### src/spf_pkg.sv
// ----------------------------------------------------------------------------
// Servo packet framer package
// Transaction types, frame constants and the CRC-16 byte update.
// ----------------------------------------------------------------------------
`default_nettype none

package spf_pkg;

	localparam logic       OP_START = 1'b0;
	localparam logic       OP_PARAM = 1'b1;

	localparam logic [7:0]  HDR_SYNC     = 8'hFF;
	localparam logic [7:0]  HDR_MARK     = 8'hFD;
	localparam logic [7:0]  HDR_RSVD     = 8'h00;
	localparam logic [15:0] CRC_POLY     = 16'h8005;
	localparam logic [15:0] LEN_EXTRA    = 16'd3;

	// byte index within one item's burst
	localparam int          IDX_W        = 4;
	localparam logic [IDX_W-1:0] IDX_HDR_LAST   = 4'd7;
	localparam logic [IDX_W-1:0] IDX_HDR_CRC_LO = 4'd8;
	localparam logic [IDX_W-1:0] IDX_PRM_DATA   = 4'd0;
	localparam logic [IDX_W-1:0] IDX_PRM_CRC_LO = 4'd1;

	typedef struct packed {
		logic        op;
		logic [7:0]  device_id;
		logic [7:0]  instruction;
		logic [15:0] param_count;
		logic [7:0]  param_byte;
	} item_t;

	typedef struct packed {
		logic [7:0] out_byte;
		logic       frame_end;
	} result_t;

	// sequencer -> top control
	typedef struct packed {
		logic       push;
		logic       done;
		logic [7:0] out_byte;
		logic       last;
	} seq_stat_t;

	// CRC-16, poly 0x8005, MSB first, one byte
	function automatic logic [15:0] crc16_byte(input logic [15:0] crc, input logic [7:0] b);
		logic [15:0] c;
		c = crc ^ {b, 8'h00};
		for (int k = 0; k < 8; k++) begin
			c = c[15] ? ({c[14:0], 1'b0} ^ CRC_POLY) : {c[14:0], 1'b0};
		end
		return c;
	endfunction

endpackage

`default_nettype wire

### src/spf_seq.sv
// ----------------------------------------------------------------------------
// Servo packet framer byte sequencer
// Walks the bytes one item produces and keeps the frame state and CRC.
// ----------------------------------------------------------------------------
`default_nettype none

module spf_seq (
	input  wire               clk,
	input  wire               arst_n,
	input  spf_pkg::item_t    item_s1,
	input  wire               item_valid_s1,
	input  wire               out_free,
	output spf_pkg::seq_stat_t stat
);
	import spf_pkg::*;

	logic [15:0]      crc_q;
	logic [15:0]      left_q;
	logic             open_q;
	logic [IDX_W-1:0] idx_q;

	logic             is_start;
	logic [15:0]      len;
	logic [15:0]      crc_base;
	logic [15:0]      crc_next;
	logic [7:0]       byte_v;
	logic             upd;
	logic             fin;
	logic             last_v;
	logic             drop;
	logic             push;

	always_comb begin
		is_start = (item_s1.op == OP_START);
		len      = item_s1.param_count + LEN_EXTRA;
		crc_base = (is_start && idx_q == '0) ? '0 : crc_q;
		drop     = !is_start && !open_q;
		byte_v   = crc_q[15:8];
		upd      = 1'b0;
		fin      = 1'b0;
		last_v   = 1'b0;
		if (is_start) begin
			unique case (idx_q)
				4'd0: begin byte_v = HDR_SYNC; upd = 1'b1; end
				4'd1: begin byte_v = HDR_SYNC; upd = 1'b1; end
				4'd2: begin byte_v = HDR_MARK; upd = 1'b1; end
				4'd3: begin byte_v = HDR_RSVD; upd = 1'b1; end
				4'd4: begin byte_v = item_s1.device_id; upd = 1'b1; end
				4'd5: begin byte_v = len[7:0]; upd = 1'b1; end
				4'd6: begin byte_v = len[15:8]; upd = 1'b1; end
				IDX_HDR_LAST: begin
					byte_v = item_s1.instruction;
					upd    = 1'b1;
					fin    = (item_s1.param_count != '0);
				end
				IDX_HDR_CRC_LO: byte_v = crc_q[7:0];
				default: begin
					byte_v = crc_q[15:8];
					fin    = 1'b1;
					last_v = 1'b1;
				end
			endcase
		end else begin
			unique case (idx_q)
				IDX_PRM_DATA: begin
					byte_v = item_s1.param_byte;
					upd    = 1'b1;
					fin    = (left_q != 16'd1);
				end
				IDX_PRM_CRC_LO: byte_v = crc_q[7:0];
				default: begin
					byte_v = crc_q[15:8];
					fin    = 1'b1;
					last_v = 1'b1;
				end
			endcase
		end
		crc_next = crc16_byte(crc_base, byte_v);
		push     = item_valid_s1 && out_free && !drop;

		stat.push     = push;
		stat.done     = item_valid_s1 && (drop || (out_free && fin));
		stat.out_byte = byte_v;
		stat.last     = last_v;
	end

	always_ff @(posedge clk or negedge arst_n) begin
		if (!arst_n) begin
			crc_q  <= '0;
			left_q <= '0;
			open_q <= 1'b0;
			idx_q  <= '0;
		end else if (push) begin
			idx_q <= fin ? '0 : idx_q + 4'd1;
			if (upd) begin
				crc_q <= crc_next;
			end
			if (is_start && idx_q == IDX_HDR_LAST) begin
				open_q <= (item_s1.param_count != '0);
				left_q <= item_s1.param_count;
			end
			if (!is_start && idx_q == IDX_PRM_DATA) begin
				left_q <= left_q - 16'd1;
			end
			if (last_v) begin
				open_q <= 1'b0;
				left_q <= '0;
				crc_q  <= '0;
			end
		end
	end

endmodule

`default_nettype wire

### src/servo_packet_framer_crc16_unit.sv
// Each transaction is registered in the input stage, then its bytes in the result register.
// Throughput: a parameter byte each cycle unless stalled; the output register is the bound.
// A start transaction holds the input until its header bytes are out (and its CRC when
// param_count is 0), and the last parameter of a frame holds it while the CRC drains.
// Reset (arst_n low) clears the CRC, the frame state and all valid flags at once.
// ----------------------------------------------------------------------------
// Servo packet framer top level
// Builds servo command frames byte by byte with a trailing CRC-16/BUYPASS.
// ----------------------------------------------------------------------------
`default_nettype none

module servo_packet_framer_crc16_unit (
	input  wire              clk,
	input  wire              arst_n,
	input  wire              item_valid,
	output logic             item_stall,
	input  spf_pkg::item_t   item,
	output logic             result_valid,
	input  wire              result_stall,
	output spf_pkg::result_t result
);
	import spf_pkg::*;

	// Input stage: one transaction waits here while its bytes are produced.
	item_t     item_s1;
	logic      item_valid_s1;

	// Output register: parts the sequencer from the downstream stall.
	result_t   result_q;
	logic      result_valid_q;

	seq_stat_t stat;
	logic      out_free;
	logic      take;

	// Output register can load when empty or when its byte leaves this cycle.
	assign out_free   = !result_valid_q || !result_stall;

	// Input is held off only while the current transaction still has bytes
	// to push; its final byte frees the stage for the next one in the same cycle.
	assign item_stall = item_valid_s1 && !stat.done;
	assign take       = item_valid && !item_stall;

	always_ff @(posedge clk or negedge arst_n) begin
		if (!arst_n) begin
			item_valid_s1 <= 1'b0;
		end else if (take) begin
			item_valid_s1 <= 1'b1;
		end else if (stat.done) begin
			item_valid_s1 <= 1'b0;
		end
	end

	always_ff @(posedge clk) begin
		if (take) begin
			item_s1 <= item;
		end
	end

	// Byte walk, frame bookkeeping and CRC.
	spf_seq u_seq (
		.clk           (clk),
		.arst_n        (arst_n),
		.item_s1       (item_s1),
		.item_valid_s1 (item_valid_s1),
		.out_free      (out_free),
		.stat          (stat)
	);

	always_ff @(posedge clk or negedge arst_n) begin
		if (!arst_n) begin
			result_valid_q <= 1'b0;
		end else if (stat.push) begin
			result_valid_q <= 1'b1;
		end else if (!result_stall) begin
			result_valid_q <= 1'b0;
		end
	end

	always_ff @(posedge clk) begin
		if (stat.push) begin
			result_q.out_byte  <= stat.out_byte;
			result_q.frame_end <= stat.last;
		end
	end

	assign result_valid = result_valid_q;
	assign result       = result_q;

endmodule

`default_nettype wire

### config.mk
export PLATFORM = sky130hd
export DESIGN_NAME = servo_packet_framer_crc16_unit
export DESIGN_NICKNAME = d
export VERILOG_FILES = /design/src/spf_pkg.sv /design/src/spf_seq.sv /design/src/servo_packet_framer_crc16_unit.sv
export SDC_FILE = /design/constraint.sdc
export NUM_CORES = 1
export LEC_CHECK = 0
export ABC_AREA = 0
export BUFFER_PORTS_ARGS = -buffer_cell sky130_fd_sc_hd__buf_2
export CAP_MARGIN = 30
export CORE_AREA = 3 3 106 108
export DETAILED_ROUTE_END_ITERATION = 12
export DIE_AREA = 0 0 109 111
export PLACE_DENSITY_LB_ADDON = 0.3
export SKIP_CTS_REPAIR_TIMING = 1
export SYNTH_ARGS = -nofsm -noshare
export SYNTH_HDL_FRONTEND = slang
export SYNTH_HIERARCHICAL = 1
export SYNTH_SLANG_ARGS = --single-unit
### constraint.sdc
create_clock -name clk -period 3.9 [get_ports clk]
set_clock_uncertainty 0.1 [all_clocks]
set_input_delay 0.39 -clock clk [delete_from_list [all_inputs] [get_ports clk]]
set_output_delay 0.39 -clock clk [all_outputs]
set_load 0.005 [all_outputs]
**Word-level counts from Yosys, hierarchy flattened**

Index checks and enable logic that the tools add are counted.

- Add/subtract/negate cells: 3
- Equal/unequal tests: 10
- Multiplexer cells: 33
- Bitwise operators: 10
- Reductions and logical operators: 31

Operators by type and width:

| cell | number |
|---|---|
| $mux 16 | 14 |
| $pmux 8 s8 | 1 |
| $not 3->3 | 8 |
| $add 16x2->16 const B | 1 |
| $eq 4x3->1 const B | 4 |
| $ne 16x1->1 const B | 1 |
| $pmux 8 s2 | 1 |
| $reduce_bool 16->1 | 1 |
| $reduce_or 8->1 | 2 |
| $sub 16x1->16 const B | 1 |
| $xor 16x16->16 | 1 |
| $mux 1 | 13 |
| $logic_and 1x1->1 | 10 |
| $reduce_or 9->1 | 1 |
| $eq 4x2->1 const B | 2 |
| $mux 8 | 1 |
| $logic_not 1->1 | 6 |
| $reduce_and 2->1 | 3 |
| $reduce_bool 2->1 | 3 |
| $add 4x1->4 const B | 1 |
| $eq 4x1->1 const B | 1 |
| $eq 4x4->1 const B | 1 |
| $logic_not 4->1 | 1 |
| $mux 4 | 1 |
| other kinds (6) | 8 |

- Register bits: 89

**Logic depth before layout (Yosys ltp)**

- Word-level depth: 23
- Gate-level depth with buffers: 14
- Gate-level depth less buffers: 12

**Modules after synthesis**

Netlist, hierarchy kept.

By module, submodules not included:

| module | times used | cells each | area an instance (µm²) |
|---|---|---|---|
| spf_seq | 1 | 461 | 3522.1 |
| servo_packet_framer_crc16_unit | 1 | 58 | 1594.0 |

**Worst setup path before layout**

OpenSTA, ideal clock, no wires.

- Kind: register to register
- Start: reg u_seq.idx_q[0]
- End: reg u_seq.crc_q[0]
- Setup time: 0.121 ns
- Arrival: 3.098 ns
- Data required time: 3.679 ns
- Setup slack: 0.581 ns
- Stages on the path, launching flop included: 13
- Path buffers: 1
- Clock period less this slack: 3.319 ns
- Cell sequence: dfrtp_1 -> ha_1 -> buf_6 -> or3_4 -> a21oi_1 -> o211ai_1 -> a221oi_2 -> a21oi_2 -> xor2_2 -> xnor3_2 -> xor3_1 -> xnor2_1 -> a22o_1

RTL lines:

| what | RTL line | source |
|---|---|---|
| start, declared | spf_seq.sv:20 | `logic [IDX_W-1:0] idx_q;` |
| start signal, assigned | spf_seq.sv:94 | `idx_q <= fin ? '0 : idx_q + 4'd1;` |
| end signal, assigned | spf_seq.sv:96 | `crc_q <= crc_next;` |
| end, declared | spf_seq.sv:17 | `logic [15:0] crc_q;` |

**Worst setup path in the final report**

- Start: reg u_seq.idx_q[0]
- End: reg u_seq.crc_q[0]

- Cells in the longest elaborated chain, start to end: 16

Ends and longest elaborated chain:

| what | RTL line | source |
|---|---|---|
| $eq 4x1->1 / $logic_not 4->1 (equally long branches) | spf_seq.sv:43, spf_seq.sv:64, spf_seq.sv:36 |  |
| $reduce_or 2->1 (no line) | - |  |
| $pmux 8 s8 | spf_seq.sv:43 | `unique case (idx_q)` |
| $mux 8 | spf_seq.sv:42 | `if (is_start) begin` |
| $xor 16x16->16 | spf_pkg.sv:49 | `c = crc ^ {b, 8'h00};` |
| $mux 16 / $not 3->3 (equally long branches) (6 in series) | - |  |
| $not 3->3 (no line) / $mux 16 (equally long branches) | - |  |
| $mux 16 (2 in series) | spf_pkg.sv:51 | `c = c[15] ? ({c[14:0], 1'b0} ^ CRC_POLY) : {c[14:0], 1'b0};` |
| $mux 16 | spf_seq.sv:95 | `if (upd) begin` |
| $mux 16 | spf_seq.sv:105 | `if (last_v) begin` |

Parallel ways exist; a longest one is shown, timed or not. The select of a mux whose other input is x is not followed.
A chain may end at the register's enable or synchronous reset.

==> impl_results.md <==
* Final #Nets at 628
* DP HPWL at 9772 um
* WL/cell at 18.25 um
* Clk slew on worst S/H paths at 90 ps
* Longest Clk Path Bufs at 2
* DRC viols at 0
* Vias in the first global route at 3980
* Clock H-tree levels at 3
* Min Hold Slack at 93.58 ps
* #FFs+latches synth at 89
* Final RePlAce weighted congestion at 0.9139
* Power Dens Cells at 794.7 mW/mm2
* Leakage at 0.002290 uW
* Syn Inst Count at 519
* Via density at 5.886
* Tightest Pin Transition at 567.9 ps
* Final critical-path share of the clock period at 93.36%
* Critical path arrival at 3800 ps
* Min-Delay Path Depth at 1
* Total track usage at 22.72%
* Unique masters post-synth at 76
* R2r setup slk at 260 ps
* Die extent in y at 111 um
* Min Clock Period, post-route at 3641 ps
* Drt total wl at 13090 um
* Final ANT Viol Nets at 0
* Router iterations before antenna repair at 5
* TritonCTS Buffers at 9
* Setup Viol. Count Final at 0
* FF-to-FF path depth at 12
* Register area share after synthesis at 48.42%
* Clk sink count at 89
* Slowest library cell on the worst path: xnor3_2
* Synth area leader: edfxtp_1
* Global-route wire length before repair at 21210 um
* Synthesis Warnings at 6
* Pwr Total at 4618 uW
* Post-synth EDFFs at 50
* Max IR drop VDD at 0.3886 mV
* Area delta synth->final at 13.57%
* Setup TNS Final at 0 ps
* Max-cap viol count at 0
* Ant diodes at 0
* Starting density of the core at 49.56%
* Synthesized cell area at 0.005116 mm2
* Worst path max stage delay at 500 ps
* WP data required at 4050 ps
* Pin count of the biggest net entering global routing at 46
* Detailed-route via count at 4220
* Initial antenna violation count at 0
* Syn_area_per_cell at 9.858 um2
* Die W at 109 um
* Ports at 56
* FP Rows at 37
* Syn_nets at 571
* Total grt overflow at 0
* Crit-path cells: inv_1 > ha_1 > nand2b_1 > a21o_1 > a21oi_1 > o211ai_1 > or2_1 > o211ai_2 > xnor3_2 > xor3_1 > xnor2_1 > a22o_1
* CTS tree: done
* HP Class: input port to flop
* 1st-iter DRT viols at 308
* Core area at 0.01032 mm2
* Share of the synthesized area in the top cell type at 29.35%
* Final hold violation count at 0
* Share of cells above drive strength 1 at 20.65%
* CTS root buf: clkbuf_8
* Die ar. at 0.01210 mm2
* Ys flop type: edfxtp_1
* Input/output buffers at 55
* Ys async rst share at 43.82%
* Max-slew violations at 0
* Max FO, Critical Path at 11
* Worst setup EP type: flop
* Run status: completed
* Slew Limit Headroom at 61.85%
* Setup crit start kind: flop
* Max Freq at 0.2746 GHz
* Filler Cells Inserted at 897
* Crit Path Category: flop to flop
* Largest cells by area after synthesis: edfxtp_1, dfrtp_1, o21ai_0
* Clk Latency, worst-skew pair at 370 ps
[layout make-up]
class,count,area [um2],share of cell area (%)
inverters,16,60.06,1.034
repair buffers,75,440.4,7.580
clock buffers,10,127.6,2.196
well taps,136,170.2,2.929
clock inverters,6,82.58,1.421
flip-flops and latches,89,2477,42.64
multi-input cells,385,2452,42.20
[cell usage after synthesis, drive strengths merged, types with 6 or more instances]
cell / number
o21ai: 64
nand2: 57
edfxtp: 50
dfrtp: 39
nor2: 39
a21oi: 35
clkbuf: 17
nor3: 16
xnor2: 16
inv: 15
nor4: 13
buf: 12
xor2: 12
nand3: 10
nand2b: 9
a22o: 7
ha: 7
or2: 7
or3: 7
nand4: 6
[where the power goes]
part	leakage [uW]	switching [uW]	internal [uW]
registers	0.000973	271	1290
clock network	0.000106	321	357
logic	0.00121	1300	1080
total	0.00229	1890	2730
[stage by stage]
stage / utilization, % / std cells / setup WS, ps / area (um2)
6_report: 56.28 / 717 / 259.0 / 5811
5_1_grt: 56.28 / 717 / -14.79 / 5811
4_1_cts: 56.03 / 716 / 270.1 / 5784
3_5_place_dp: 53.99 / 700 / 303.3 / 5574
3_3_place_gp: 53.80 / 699 / 378.0 / 5554
2_1_floorplan: - / 519 / 580.9 / 5116
[critical path, delay by kind of cell, from the launching register on]
kind / cells / cell delay (ps)
adders and majority gates: 1 / 410
xor gates and xnor gates: 3 / 1040
buffers and inverters: 1 / 100
AOI/OAI and AO/OA: 5 / 990
and+or+nand+nor: 2 / 460
DFF: 1 / 430
[cells by family after synthesis]
family / share of synthesized area (%)
DFF: 48.42
AOI/OAI and AO/OA: 20.15
adders and majority gates: 1.712
muxes: 0.8315
buffers and inverters: 3.962
and+or+nand+nor: 18.61
xor gates and xnor gates: 6.309
[state kept, by name, summed over array words and instances, names as in the netlist]
| name | count |
|---|---|
| result | 9 |
| u_seq/idx_q | 4 |
| u_seq/crc_q | 16 |
| item_valid_s1 | 1 |
| u_seq/open_q | 1 |
| item_s1 | 41 |
| result_valid | 1 |
| u_seq/left_q | 16 |
[final timing paths]
kind	from	end
worst max-delay path	u_seq/idx_q[0]	u_seq/crc_q[0]
worst min-delay path	item[24]	item_s1[24]
worst max register to register	u_seq/idx_q[0]	u_seq/crc_q[0]
worst min register to register	u_seq/left_q[12]	u_seq/left_q[12]
max in group asynchronous	arst_n	u_seq/crc_q[10]
min in group asynchronous	arst_n	u_seq/idx_q[2]
[cells in the final DEF (no fill, tap or decap), types with 3 or more instances in the layout]
| cell | count |
|---|---|
| o21ai_0 | 60 |
| nand2_1 | 57 |
| buf_2 | 55 |
| edfxtp_1 | 50 |
| dfrtp_1 | 39 |
| nor2_1 | 39 |
| a21oi_1 | 34 |
| buf_4 | 18 |
| xnor2_1 | 16 |
| inv_1 | 15 |
| nor3_1 | 14 |
| nor4_1 | 11 |
| xor2_1 | 11 |
| nand3_1 | 10 |
| clkbuf_8 | 9 |
| nand2b_1 | 8 |
| a22o_1 | 7 |
| or3_1 | 6 |
| ha_1 | 6 |
| nor2b_1 | 5 |
| or2_2 | 5 |
| nor3b_1 | 4 |
| a22oi_1 | 4 |
| a211oi_1 | 4 |
| a221oi_1 | 4 |
| nand4_1 | 4 |
| clkinv_2 | 3 |
| a21boi_0 | 3 |
| a21o_1 | 3 |
| and3_1 | 3 |
| o2111ai_1 | 3 |
| a32oi_1 | 3 |
| a31oi_1 | 3 |
| o21ai_1 | 3 |
| o22ai_1 | 3 |
[per-layer routing]
| layer | vias up | GRT usage [%] | wire length (um) |
|---|---|---|---|
| met5 | - | 0 | 0 |
| met4 | 0 | 8.754 | 340 |
| met3 | 27 | 4.601 | 909 |
| met2 | 174 | 32.68 | 5902 |
| met1 | 1997 | 33.54 | 5935 |
| li1 | 2022 | - | - |
(Power assumes the default switching activity.)
